### config.mk
export PLATFORM = sky130hd
export DESIGN_NAME = smsd_ctrl
export DESIGN_NICKNAME = d
export VERILOG_FILES = /design/src/sv/smsd_pkg.sv /design/src/sv/smsd_ctrl.sv
export SDC_FILE = /design/constraint.sdc
export NUM_CORES = 1
export LEC_CHECK = 0
export ABC_AREA = 1
export BUFFER_PORTS_ARGS = -buffer_cell sky130_fd_sc_hd__buf_4
export CAP_MARGIN = 40
export CORE_MARGIN = 2
export CORE_UTILIZATION = 30
export DETAILED_ROUTE_END_ITERATION = 12
export HOLD_SLACK_MARGIN = 0.05
export PLACE_DENSITY = 0.54
export SLEW_MARGIN = 5
export SYNTH_ARGS = -nofsm -noshare
export SYNTH_HDL_FRONTEND = slang
export SYNTH_SLANG_ARGS = --single-unit
export TNS_END_PERCENT = 50
### constraint.sdc
create_clock -name clk_i -period 1.7 [get_ports clk_i]
set_clock_uncertainty 0.15 [all_clocks]
set_input_delay 0.085 -clock clk_i [delete_from_list [all_inputs] [get_ports clk_i]]
set_output_delay 0.085 -clock clk_i [all_outputs]
set_load 0.01 [all_outputs]
### src/sv/smsd_pkg.sv
// smsd_pkg: widths, step counts and controller/datapath handshake structs
// for the sample mean / standard deviation block.
// No dependencies; every other file of the block but smsd_ram imports it.
package smsd_pkg;

  localparam int unsigned MAX_SAMPLES = 256;
  localparam int unsigned SAMPLE_W    = 24;

  localparam int unsigned CNT_W  = $clog2(MAX_SAMPLES + 1);
  localparam int unsigned ADDR_W = $clog2(MAX_SAMPLES);
  localparam int unsigned SUM_W  = SAMPLE_W + ADDR_W + 1;
  localparam int unsigned SQ_W   = 2 * SAMPLE_W;
  localparam int unsigned ACC_W  = SQ_W + ADDR_W;
  localparam int unsigned DIV_W  = (ACC_W > SUM_W) ? ACC_W : SUM_W;
  localparam int unsigned RAD_W  = ((DIV_W + 1) / 2) * 2;
  localparam int unsigned ROOT_W = RAD_W / 2;
  localparam int unsigned SREM_W = ROOT_W + 3;
  localparam int unsigned STEP_W = $clog2(DIV_W + 1);

  typedef struct packed {
    logic load;
    logic div_ld_mean;
    logic div_ld_var;
    logic div_step;
    logic mean_cap;
    logic walk_start;
    logic walk_step;
    logic sqrt_ld;
    logic sqrt_step;
    logic res_wr;
  } smsd_cmd_t;

  typedef struct packed {
    logic few;
    logic walk_done;
    logic out_busy;
  } smsd_sts_t;

endpackage

### src/sv/smsd_ctrl.sv
// smsd_ctrl: sequencer for load, mean divide, buffer walk, variance divide,
// square root and result write. Depends on smsd_pkg.
module smsd_ctrl (
  input  logic                clk_i,
  input  logic                rst_ni,
  input  logic                in_valid_i,
  input  logic                in_last_i,
  output logic                in_ready_o,
  input  smsd_pkg::smsd_sts_t sts_i,
  output smsd_pkg::smsd_cmd_t cmd_o
);
  import smsd_pkg::*;

  typedef enum logic [3:0] {
    S_IDLE, S_MEAN_LD, S_MEAN, S_MEAN_CAP, S_WALK,
    S_VAR_LD, S_VAR, S_SQRT_LD, S_SQRT, S_DONE
  } state_e;

  state_e            state_q;
  logic [STEP_W-1:0] cnt_q;

  assign in_ready_o = (state_q == S_IDLE);

  always_comb begin
    cmd_o = '0;
    case (state_q)
      S_IDLE:     cmd_o.load        = in_valid_i;
      S_MEAN_LD:  cmd_o.div_ld_mean = 1'b1;
      S_MEAN:     cmd_o.div_step    = 1'b1;
      S_MEAN_CAP: begin
        cmd_o.mean_cap   = 1'b1;
        cmd_o.walk_start = !sts_i.few;
      end
      S_WALK:     cmd_o.walk_step   = 1'b1;
      S_VAR_LD:   cmd_o.div_ld_var  = 1'b1;
      S_VAR:      cmd_o.div_step    = 1'b1;
      S_SQRT_LD:  cmd_o.sqrt_ld     = 1'b1;
      S_SQRT:     cmd_o.sqrt_step   = 1'b1;
      S_DONE:     cmd_o.res_wr      = !sts_i.out_busy;
      default:    cmd_o = '0;
    endcase
  end

  always_ff @(posedge clk_i or negedge rst_ni) begin
    if (!rst_ni) begin
      state_q <= S_IDLE;
      cnt_q   <= '0;
    end else begin
      case (state_q)
        S_IDLE: begin
          if (in_valid_i && in_last_i) begin
            state_q <= S_MEAN_LD;
          end
        end
        S_MEAN_LD: begin
          state_q <= S_MEAN;
          cnt_q   <= STEP_W'(DIV_W - 1);
        end
        S_MEAN: begin
          if (cnt_q == '0) begin
            state_q <= S_MEAN_CAP;
          end else begin
            cnt_q <= cnt_q - 1'b1;
          end
        end
        S_MEAN_CAP: state_q <= sts_i.few ? S_DONE : S_WALK;
        S_WALK: begin
          if (sts_i.walk_done) begin
            state_q <= S_VAR_LD;
          end
        end
        S_VAR_LD: begin
          state_q <= S_VAR;
          cnt_q   <= STEP_W'(DIV_W - 1);
        end
        S_VAR: begin
          if (cnt_q == '0) begin
            state_q <= S_SQRT_LD;
          end else begin
            cnt_q <= cnt_q - 1'b1;
          end
        end
        S_SQRT_LD: begin
          state_q <= S_SQRT;
          cnt_q   <= STEP_W'(ROOT_W - 1);
        end
        S_SQRT: begin
          if (cnt_q == '0) begin
            state_q <= S_DONE;
          end else begin
            cnt_q <= cnt_q - 1'b1;
          end
        end
        S_DONE: begin
          if (!sts_i.out_busy) begin
            state_q <= S_IDLE;
          end
        end
        default: state_q <= S_IDLE;
      endcase
    end
  end

  a_res_slot_free: assert property (@(posedge clk_i) disable iff (!rst_ni)
    cmd_o.res_wr |-> !sts_i.out_busy)
    else $error("result written while output slot occupied");

  a_one_load_op: assert property (@(posedge clk_i) disable iff (!rst_ni)
    $onehot0({cmd_o.load, cmd_o.div_ld_mean, cmd_o.div_ld_var, cmd_o.sqrt_ld,
              cmd_o.res_wr}))
    else $error("conflicting datapath load commands");

  a_walk_needs_two: assert property (@(posedge clk_i) disable iff (!rst_ni)
    cmd_o.walk_step |-> !sts_i.few)
    else $error("buffer walk with fewer than two samples");

endmodule

### Word level (Yosys, flattened, before mapping)

Cells that the tools add are included.

| word-level totals | value |
|---|---|
| register bits after elaboration | 10 |
| input port bits | 7 |
| output and inout bits | 11 |
| word-level logic and storage cells | 49 |

| operators by class | value |
|---|---|
| $add $sub $neg | 1 |
| eq/ne operators | 16 |
| mux-type cells | 19 |
| reductions and logical operators | 11 |

Operators by type and width:

| kind | number |
|---|---|
| 4-bit case mux with 10 select lines | 1 |
| 4-bit two-way mux | 7 |
| 6-bit case mux with 3 select lines | 1 |
| 4-bit by 3-bit == test with 1-bit output, second input constant | 4 |
| 2-bit inequality test, second input constant | 6 |
| 4-bit by 2-bit == test with 1-bit output, second input constant | 2 |
| 4-bit == test, second input constant | 2 |
| 1-bit two-way mux | 8 |
| 6-bit logical NOT | 1 |
| 6-bit two-way mux | 1 |
| 6-bit AND reduction | 1 |
| 6-bit by 1-bit subtractor with 6-bit output, second input constant | 1 |
| 4-bit by 1-bit == test with 1-bit output, second input constant | 1 |
| 4-bit logical NOT | 1 |
| 2-bit OR reduction | 2 |
| 3-bit nonzero test | 1 |
| 3-bit OR reduction | 1 |
| 1-bit logical NOT | 2 |
| 2-bit two-way mux | 1 |
| 2-bit by 1-bit inequality test with 1-bit output, second input constant | 1 |
| 2-bit AND reduction | 1 |
| 1-bit logical AND | 1 |

### Logic depth before layout (Yosys ltp)

Gate-level depths: netlist of run 1.

| depth | value |
|---|---|
| word-level depth | 4 |
| depth in mapped cells | 8 |
| gate-level depth less buffers | 8 |

### Worst setup path before layout of run 1

No wires, ideal clock.

| path | value |
|---|---|
| path type | register to register |
| start | register cnt_q[0] |
| end | register cnt_q[3] |
| library setup time | 0.120 ns |
| arrival | 1.164 ns |
| data required time | 1.430 ns |
| setup slack | 0.266 ns |
| stages on the path, launching flop included | 8 |
| path buffers | 0 |
| clock period less this slack | 1.434 ns |
| path through | dfrtp_1 -> inv_1 -> ha_1 -> nand2_1 -> nor2_1 -> nand2_2 -> a21oi_1 -> nor2_2 |

| on the way | value |
|---|---|
| cells in the longest elaborated chain, start to end | 3 |
| elaborated cells between the ends (all ways) | 6 |
| those cells by class | add/sub: 1; eq/ne: 1; mux: 2; reduce/logical: 2 |

RTL lines:

| what | line | RTL |
|---|---|---|
| start, declared | smsd_ctrl.sv:20 | `logic [STEP_W-1:0] cnt_q;` |
| start signal, assigned | smsd_ctrl.sv:57 | `cnt_q <= STEP_W'(DIV_W - 1);` |
| start signal, assigned | smsd_ctrl.sv:63 | `cnt_q <= cnt_q - 1'b1;` |
| start signal, assigned | smsd_ctrl.sv:74 | `cnt_q <= STEP_W'(DIV_W - 1);` |
| 6-bit by 1-bit subtractor with 6-bit output / 6-bit logical NOT (equally long branches) | - |  |
| 6-bit two-way mux / 2-bit inequality test (equally long branches) | - |  |
| 6-bit case mux with 3 select lines / 2-bit AND reduction (equally long branches) | - |  |

Parallel ways exist; a longest one is shown, timed or not. The select of a mux whose other input is x is not followed.
A chain may end at the register's enable or synchronous reset.

==> results of run 1 <==
[worst reg2reg max path, cell delays in order (launching register included)]
cell,delay (ns)
dfrtp_1,0.43
buf_4,0.16
inv_2,0.12
nand3_2,0.13
nand2_4,0.14
nand2_2,0.10
a21oi_1,0.19
nor2_2,0.06
[flip-flops by register name (all words and copies together), names as in the netlist]
name and cells:
cnt_q 6, state_q 4
[Yosys cell counts (all sizes together)]
library cell  number
a21oi              5
clkinv             1
dfrtp             10
ha                 1
inv               25
nand2             26
nand3             13
nand3b             1
nor2              25
nor4               1
o21ai              6
or2                1
xor2               1
[final cells by class]
cell class	count	area, um2	area share (%)
clock buffers	4	36.3	3.45
inverters	26	98.8	9.40
multi-input cells	80	437	41.5
flip-flops and latches	10	251	23.9
well taps	30	37.5	3.57
repair buffers	24	190	18.1
[power by group through the flow]
stage | logic [mW] | registers (mW) | clock network, mW
3_5_place_dp | 1.08 | 0.474 | 0
3_3_place_gp | 1.07 | 0.474 | 0
2_1_floorplan | 0.815 | 0.451 | 0
6_report | 1.15 | 0.467 | 0.221
4_1_cts | 1.11 | 0.465 | 0.230
5_1_grt | 1.31 | 0.486 | 0.241
[path summary, 6_finish.rpt]
kind | to | slack (ns) | start
worst max register to register | cnt_q[3] | 0.12 | state_q[3]
worst max-delay path | cmd_o[4] | -0.03 | state_q[3]
max in group asynchronous | state_q[2] | 0.35 | rst_ni
worst min register to register | cnt_q[0] | 0.35 | cnt_q[0]
worst min-delay path | state_q[3] | 0.11 | in_last_i
min in group asynchronous | cnt_q[4] | 0.69 | rst_ni
[timing repair]
item	in CTS	in global routing
hold buffers	4	0
setup endpoints to repair	1	2
gates resized for setup	2	3
pin swaps	0	2
buffers inserted	1	2
hold endpoints to repair	12	0
[metrics by stage]
step | instance area, um2 | instances | TNS [ns] | hold slack (ns)
CTS | 1020 | 172 | 0 | 0.110
finish | 1050 | 174 | -0.0309 | 0.110
global route | 1050 | 174 | -0.122 | 0.156
floorplan | 772 | 116 | 0 | -0.361
global placement | 937 | 163 | 0 | -0.225
detailed placement | 937 | 163 | 0 | -0.220
[layer usage]
metal	routed length, um	track usage, %	up-vias
li1	-	-	411
met1	849	18.8	373
met2	907	21.0	10
met3	67	5.74	2
met4	19	5.00	0
met5	0	0	-
[logic make-up after synthesis]
group,Yosys count,synth area share [%]
adder cells (fa/ha/maj),1,1.62
AO/OA/AOI/OAI,11,8.10
XOR/XNOR,1,1.13
buffers and inverters,26,12.8
flip-flops,10,32.4
AND/OR/NAND/NOR,67,43.9
==> results.yml, run 1 <==
worst_setup_path:
  crit_path_max_incr_delay_ns: 0.43
  critPathArrivalTime_ns: 1.50
  worst_setup_path_start_kind: "register"
  timing.critical_path.to_type: "primary output"
  timing.critical_path.cells: "nor2_2 -> inv_2 -> nor2_4 -> inv_1 -> or2_1 -> inv_1 -> buf_4"
  cp_num_cells: 7
  worstPathBufferInverterCount: 4
  cpMaxStageDelayCell: "dfrtp_1"
  critPathMostFrequentCell: "inv_1"
  worst_path_class_setup: "register to primary output"
  worstRegToRegCells: 7
  cp_max_fo: 4
  cp_top_family: "simple AND/OR/NAND/NOR gates"
  critical_path_required_ns: 1.46
final_layout:
  n_antenna_cell: 0
  commonest_cells_after_routing_fill_and_taps_aside: "inv_1 (23), nand2_1 (20), buf_4 (20), nor2_1 (19), nand3_1 (11)"
  postLayoutCoreUtil_pct: 42.8
  drive_above_1_share_pct: 31.3
  n_fill_cell: 267
  flow.area_growth_from_synthesis_pct: 36.1
  layout.cells.most_common: "inv_1"
  nets: 153
routing:
  detailedRoute.firstPassIterationCount: 4
  detailroute.via_count: 796
  detail-route-antenna-nets: 0
  finalWirelength_um: 1840
  post_drt_wl_per_cell_um: 10.6
  first_iter_violations: 12
  drt_drc_violations_left: 0
  average_vias_per_placed_instance: 4.57
placed_design:
  detailed_place_hpwl_um: 1330
  placement.io_buffers: 17
  dpl_worst_slack_ns: 0.182
  routabilityCongestion: 0.779
timing:
  worst_pin_slew_ns: 0.491
  grt_setup_unrepaired: "true"
  min_period_ns: 1.73
  final_hold_viol_count: 0
  max-slew-margin-rel_pct: 67.2
  finalCritPeriodShare_pct: 102
  finalSetupViolations: 1
  maxClockFrequency_ghz: 0.578
  layout_setup_ws_ns: -0.0309
  slew_viol_final: 0
power:
  p_clk_share_pct: 12.0
  powerDensity_mw_per_mm2: 1750
  power_report.internal_total_mw: 0.931
  worst_ir_drop_vdd_uv: 856
  seq_power_share_pct: 25.4
  sw_share_pct: 49.3
  p_comb_share_pct: 62.6
  leakagePower_nw: 0.610
  total_power_mw: 1.84
  power.switching_mw: 0.907
grt:
  antenna_violations_before_repair: 0
  grt_start_max_net_pins: 11
  global_route_wire_length_before_repair_um: 2930
  track_usage_pct: 14.3
  aggregate_global_routing_overflow: 0
  grt_pass1_vias: 672
yosys:
  synthesis.yosys.warnings: 0
  synth.net_count: 124
  area_of_the_mapped_netlist_um2: 772
  yosysTopAreaCellShare_pct: 32.4
  yosys_register_bits: 10
  synth_top_cell_by_area: "dfrtp_1"
  synth.avg_cell_area_um2: 6.66
  seq_total_area_yosys_pct: 32.4
  yosysUniqueCellTypes: 21
  postSynthCellCount: 116
  yosys-top-cells-area: "dfrtp_1 (32%), inv_1 (12%), nand2_1 (9.7%), nor2_1 (9.7%), nand3_1 (7.1%)"
clock_tree:
  cts_tree: "done"
  cts.path.max_buffers: 2
  cts_inserted_buffers: 3
  insertion_delay_ns: 0.27
  cts-root-buf: "clkbuf_4"
  htreeDepth: 1
  cts_num_sinks: 10
  clk_pin_slew_worst_paths_ns: 0.07
worst_hold_path:
  holdCritPathClass: "input pin to register"
  timing.hold.worst_path_depth: 5
floorplan:
  dieWidth_um: 54.7
  floorplan.die.height_um: 54.7
  placeable_core_area_mm2: 0.00245
  floorplan.initialDensity_pct: 31.4
  design.die.area_mm2: 0.00299
  io-pin-count: 18
  num_rows: 18
outcome:
  failed_checks: "setup timing"
  result_of_the_run: "finished with violations"
job:
  max_cap_viol_count: 0
Power figures use the tool's default switching activity.
==> run 2, diff against run 1 <==
--- a/config.mk
+++ b/config.mk
@@ -12,7 +12,7 @@
 export CORE_UTILIZATION = 30
 export DETAILED_ROUTE_END_ITERATION = 12
 export HOLD_SLACK_MARGIN = 0.05
-export PLACE_DENSITY = 0.54
+export PLACE_DENSITY = 0.52
 export SLEW_MARGIN = 5
 export SYNTH_ARGS = -nofsm -noshare
 export SYNTH_HDL_FRONTEND = slang
==> run 2 against run 1 <==
- the run now ends clean
- global-route usage decreased by 0.50 points
- die area unchanged
- utilization decreased by 0.15 points
- worst setup slack improved by 0.10 ns
- via count decreased by 4.4%
- critical path depth unchanged
- final area decreased by 0.36%
- sequential power increased by 1%
- combinational power about the same
- hold slack improved by 0.0031 ns
- highest routed layer unchanged
==> results.yml, run 2 (synthesized netlist as in run 1, its figures left out) <==
outcome:
  result_of_the_run: "completed"
routing:
  drt_drc_violations_left: 0
  first_iter_violations: 7
  finalWirelength_um: 1670
  post_drt_wl_per_cell_um: 9.66
  detailroute.via_count: 761
  detailedRoute.firstPassIterationCount: 4
  average_vias_per_placed_instance: 4.40
  detail-route-antenna-nets: 0
timing:
  slew_viol_final: 0
  finalSetupViolations: 0
  final_hold_viol_count: 0
  worst_pin_slew_ns: 0.481
  setup-tns-final_ns: 0
  min_period_ns: 1.63
  grt_setup_unrepaired: "true"
  maxClockFrequency_ghz: 0.614
  max-slew-margin-rel_pct: 67.8
  finalCritPeriodShare_pct: 95.8
worst_setup_path:
  r2r_slack_ns: 0.11
  critical_path.reg2reg.endpoint: "cnt_q[3]"
  worstRegToRegCells: 7
  worst_setup_path_start_kind: "register"
  timing.critical_path.to_type: "primary output"
  critical_path.reg2reg.startpoint: "state_q[3]"
  worst_path_class_setup: "register to primary output"
  critPathArrivalTime_ns: 1.39
  critical_path_required_ns: 1.46
  cp_max_fo: 4
placed_design:
  placedCellCount: 163
  placedInstanceArea_um2: 937
  detailed_place_hpwl_um: 1310
  routabilityCongestion: 0.746
  placement.io_buffers: 17
final_layout:
  largest_reg_flops: 6
  postLayoutCoreUtil_pct: 42.7
  drive_above_1_share_pct: 32.9
  regMostFlops: "cnt_q"
  final_cell_area_mm2: 0.00105
  commonest_cells_after_routing_fill_and_taps_aside: "inv_1 (24), nand2_1 (20), buf_4 (19), nor2_1 (17), nand3_1 (11)"
  n_antenna_cell: 0
  top_regs: "cnt_q: 6 flops, state_q: 4 flops"
  nets: 152
  multi_input_comb_area_um2: 438
  layoutNonFillerInstCount: 173
  layout.cells.most_common: "inv_1"
  seq_area_um2: 254
  flow.area_growth_from_synthesis_pct: 35.7
  n_fill_cell: 268
worst_hold_path:
  hold_start: "in_last_i"
  timing.hold.worst_endpoint: "state_q[3]"
  timing.hold.worst_path_depth: 5
  holdCritPathClass: "input pin to register"
clock_tree:
  insertion_delay_ns: 0.26
  clk_pin_slew_worst_paths_ns: 0.07
  cts.path.max_buffers: 2
  cts-root-buf: "clkbuf_4"
  cts_inserted_buffers: 3
  cts_num_sinks: 10
  htreeDepth: 1
  cts_tree: "done"
power:
  leakagePower_nw: 0.603
  total_power_mw: 1.81
  worst_ir_drop_vdd_uv: 940
  powerDensity_mw_per_mm2: 1730
floorplan:
  floorplan.die.height_um: 54.7
  dieWidth_um: 54.7
  num_rows: 18
  placeable_core_area_mm2: 0.00245
  io-pin-count: 18
  design.die.area_mm2: 0.00299
  floorplan.initialDensity_pct: 31.4
grt:
  grt_start_max_net_pins: 11
  aggregate_global_routing_overflow: 0
  track_usage_pct: 13.8
  global_route_wire_length_before_repair_um: 2900
  grt_pass1_vias: 685
  antenna_violations_before_repair: 0
job:
  max_cap_viol_count: 0
==> run 2: cell types whose count changed in the layout (fill, tap and decap cells not counted), sizes merged <==
| cell | change |
|---|---|
| buf | -1 |
==> run 2: where the power goes <==
part | switching, mW | internal [mW]
combinational | 0.678 | 0.443
clock | 0.0829 | 0.130
sequential | 0.116 | 0.358
total | 0.876 | 0.931
==> run 2: worst max-delay path by stage <==
stage / endpoint / startpoint / depth (start not counted)
floorplan: cnt_q[3] / cnt_q[0] / 7
global placement: cnt_q[3] / cnt_q[0] / 7
detailed placement: cnt_q[3] / cnt_q[0] / 7
CTS: cmd_o[4] / state_q[3] / 7
global route: cmd_o[4] / state_q[3] / 7
finish: cmd_o[4] / state_q[3] / 7
==> run 2: area by class of cell <==
cell class,count,share of cell area (%)
multi-input cells,80,41.8
flip-flops and latches,10,24.3
repair buffers,23,17.4
inverters,26,9.44
well taps,30,3.58
clock buffers,4,3.46
==> run 2: stage by stage <==
| step | hold slack [ns] | setup slack (ns) |
|---|---|---|
| finish | 0.113 | 0.0718 |
| global route | 0.175 | -0.00530 |
| floorplan | -0.361 | 0.266 |
| detailed placement | -0.224 | 0.164 |
| global placement | -0.225 | 0.207 |
| CTS | 0.115 | 0.0223 |
==> run 2: routing by layer <==
| layer | GRT usage (%) | vias to the layer above | wire [um] |
|---|---|---|---|
| li1 | - | 406 | - |
| met1 | 18.1 | 343 | 783 |
| met2 | 21.4 | 10 | 808 |
| met3 | 4.92 | 2 | 65 |
| met4 | 3.75 | 0 | 15 |
| met5 | 0 | - | 0 |
==> run 2: worst max-delay path: stages (launching register included) <==
cell     delay, ns
dfrtp_2       0.45
nor2_4        0.11
inv_1         0.07
nor2_2        0.09
inv_1         0.04
or2_1         0.21
inv_1         0.05
buf_4         0.11
==> run 2: repair_timing <==
item / in CTS / in global routing
hold buffers: 4 / 0
hold endpoints to repair: 12 / 0
cloned: 0 / 0
pin swaps: 0 / 0
buffers inserted: 1 / 1
resized for setup: 2 / 6
endpoints found under the setup margin: 1 / 3
==> run 3, diff against run 2 <==
--- a/config.mk
+++ b/config.mk
@@ -5,7 +5,6 @@
 export SDC_FILE = /design/constraint.sdc
 export NUM_CORES = 1
 export LEC_CHECK = 0
-export ABC_AREA = 1
 export BUFFER_PORTS_ARGS = -buffer_cell sky130_fd_sc_hd__buf_4
 export CAP_MARGIN = 40
 export CORE_MARGIN = 2
==> run 3 against run 2 <==
- total power grew 40%
- utilization rose by 9.4 points
- cell count shrank 7.5%
- flip-flop and latch count did not move
- clock power fell by 24%
- die area shrank 2.5%
- final area up 21%
- sequential share of layout area decreased by 4.4 points
- synthesized cell count shrank 26%
- sequential power decreased by 1%
- the run now ends with setup timing left
==> results.yml, run 3 <==
outcome:
  result_of_the_run: "finished with violations"
  failed_checks: "setup timing"
grt:
  grt_pass1_vias: 748
  aggregate_global_routing_overflow: 0
  grt_start_max_net_pins: 15
  global_route_wire_length_before_repair_um: 3490
  antenna_violations_before_repair: 0
  track_usage_pct: 17.0
power:
  leakagePower_nw: 0.628
  total_power_mw: 2.53
  worst_ir_drop_vdd_uv: 863
  powerDensity_mw_per_mm2: 2000
final_layout:
  flow.area_growth_from_synthesis_pct: 68.8
  commonest_cells_after_routing_fill_and_taps_aside: "buf_4 (37), nor2_1 (9), dfrtp_1 (9)"
  largest_reg_flops: 6
  nets: 140
  n_antenna_cell: 0
  drive_above_1_share_pct: 53.8
  postLayoutCoreUtil_pct: 52.1
  layoutNonFillerInstCount: 160
  top_regs: "cnt_q: 6 flops, state_q: 4 flops"
  regMostFlops: "cnt_q"
  layout.cells.most_common: "buf_4"
  final_cell_area_mm2: 0.00127
worst_setup_path:
  cp_max_fo: 5
  timing.critical_path.cells: "or4b_4 -> a22oi_4 -> nor2_4 -> mux2_4"
  critical_path_required_ns: 1.70
  worstPathBufferInverterCount: 0
  cpMaxStageDelayCell: "or4b_4"
  critPathArrivalTime_ns: 1.89
  crit_path_max_incr_delay_ns: 0.57
  worst_path_class_setup: "register to register"
  worst_setup_path_start_kind: "register"
  cp_top_family: "simple AND/OR/NAND/NOR gates"
  timing.critical_path.to_type: "register"
yosys:
  post_synth_most_frequent_cells: "dfrtp_1 (10), nor2_1 (10)"
  postSynth.asyncResetShare_pct: 100
  yosysUniqueCellTypes: 44
  yosysTopAreaCellShare_pct: 33.3
  synth.net_count: 94
  synth_enable_flop_cells: 0
  yosys_register_bits: 10
  postSynthCellCount: 86
  area_of_the_mapped_netlist_um2: 751
  synth_top_cell_by_area: "dfrtp_1"
  seq_total_area_yosys_pct: 33.3
  yosys-top-cells-area: "dfrtp_1 (33%), nor2_1 (5.0%), o2bb2ai_1 (3.5%), a22oi_4 (2.8%), a21oi_1 (2.7%)"
  synthesis.yosys.warnings: 0
  yosys_most_used_dff: "dfrtp_1"
  synth.avg_cell_area_um2: 8.73
clock_tree:
  cts-root-buf: "clkbuf_4"
  insertion_delay_ns: 0.26
  cts.path.max_buffers: 2
  clk_pin_slew_worst_paths_ns: 0.06
  cts_num_sinks: 10
  cts_tree: "done"
  htreeDepth: 1
  cts_inserted_buffers: 3
job:
  max_cap_viol_count: 0
placed_design:
  dpl_worst_slack_ns: -0.182
  placedInstanceArea_mm2: 0.00106
  detailed_place_hpwl_um: 1550
  placement.io_buffers: 17
  routabilityCongestion: 0.758
  placedCellCount: 149
timing:
  max-slew-margin-rel_pct: 65.7
  min_period_ns: 1.89
  finalCritPeriodShare_pct: 111
  grt_setup_unrepaired: "true"
  hold_ws_ns: 0.181
  layout_setup_ws_ns: -0.192
  setup-tns-final_ns: -1.33
  finalSetupViolations: 11
  maxClockFrequency_ghz: 0.528
  worst_pin_slew_ns: 0.514
  final_hold_viol_count: 0
  slew_viol_final: 0
routing:
  detailedRoute.firstPassIterationCount: 4
  finalWirelength_um: 2330
  detailroute.via_count: 836
  drt_drc_violations_left: 0
  detail-route-antenna-nets: 0
  post_drt_wl_per_cell_um: 14.5
  average_vias_per_placed_instance: 5.23
  first_iter_violations: 15
floorplan:
  dieWidth_um: 54.0
  num_rows: 18
  design.die.area_mm2: 0.00292
  floorplan.die.height_um: 54.0
  floorplan.initialDensity_pct: 30.9
  io-pin-count: 18
  placeable_core_area_mm2: 0.00243
worst_hold_path:
  holdCritPathClass: "input pin to register"
run 3: report_power, final:
part	leakage, nW	internal, mW	switching [mW]	total, mW
Combinational	0.499	1.03	0.868	1.90
Clock	0.0138	0.0818	0.0801	0.162
Sequential	0.115	0.350	0.116	0.466
Total	0.628	1.47	1.06	2.53
run 3: cell families (layout without fill, tap and decap cells):
group,count (synthesis),count (layout),synth area share (%)
and+or+nand+nor,38,38,31.0
AOI/OAI and AO/OA,25,25,25.3
DFF,10,10,33.3
buffers and inverters,10,54,5.33
muxes,2,2,3.33
adders and majority gates,1,1,1.67
run 3: worst paths after layout:
kind                       startpoint          to  slack, ns  cells past startpoint
max reg2reg                state_q[0]    cnt_q[1]      -0.19                      4
min                          sts_i[0]  state_q[0]       0.18                      5
max                        state_q[0]    cnt_q[1]      -0.19                      4
min reg2reg                  cnt_q[5]    cnt_q[5]       0.44                      1
min in group asynchronous      rst_ni    cnt_q[5]       0.71                      3
max in group asynchronous      rst_ni  state_q[3]       0.31                      3
run 3: final cells by class:
cell class / instances / area, um2
multi-input cells: 66 / 559
fillers: 228 / 1160
inverters: 6 / 23.8
well taps: 30 / 37.5
flip-flops and latches: 10 / 251
repair buffers: 45 / 373
clock buffers: 3 / 22.5
run 3: worst reg2reg max path: stages (launching register included):
cell	delay [ns]
dfrtp_1	0.41
or4b_4	0.57
a22oi_4	0.28
nor2_4	0.08
mux2_4	0.30
run 3: what timing repair did:
action / CTS / global route
hold buffers: 3 / 0
pin swaps: 5 / 4
endpoints found under the setup margin: 13 / 14
cloned: 0 / 0
endpoints found under the hold margin: 12 / 0
gates resized for setup: 12 / 9
buffers inserted: 4 / 1
run 3: metal layers:
metal	global-route usage [%]	share of wire (%)
met3	5.00	2.6
met2	27.8	51
met5	0	0
met1	22.5	46
met4	2.50	1.2
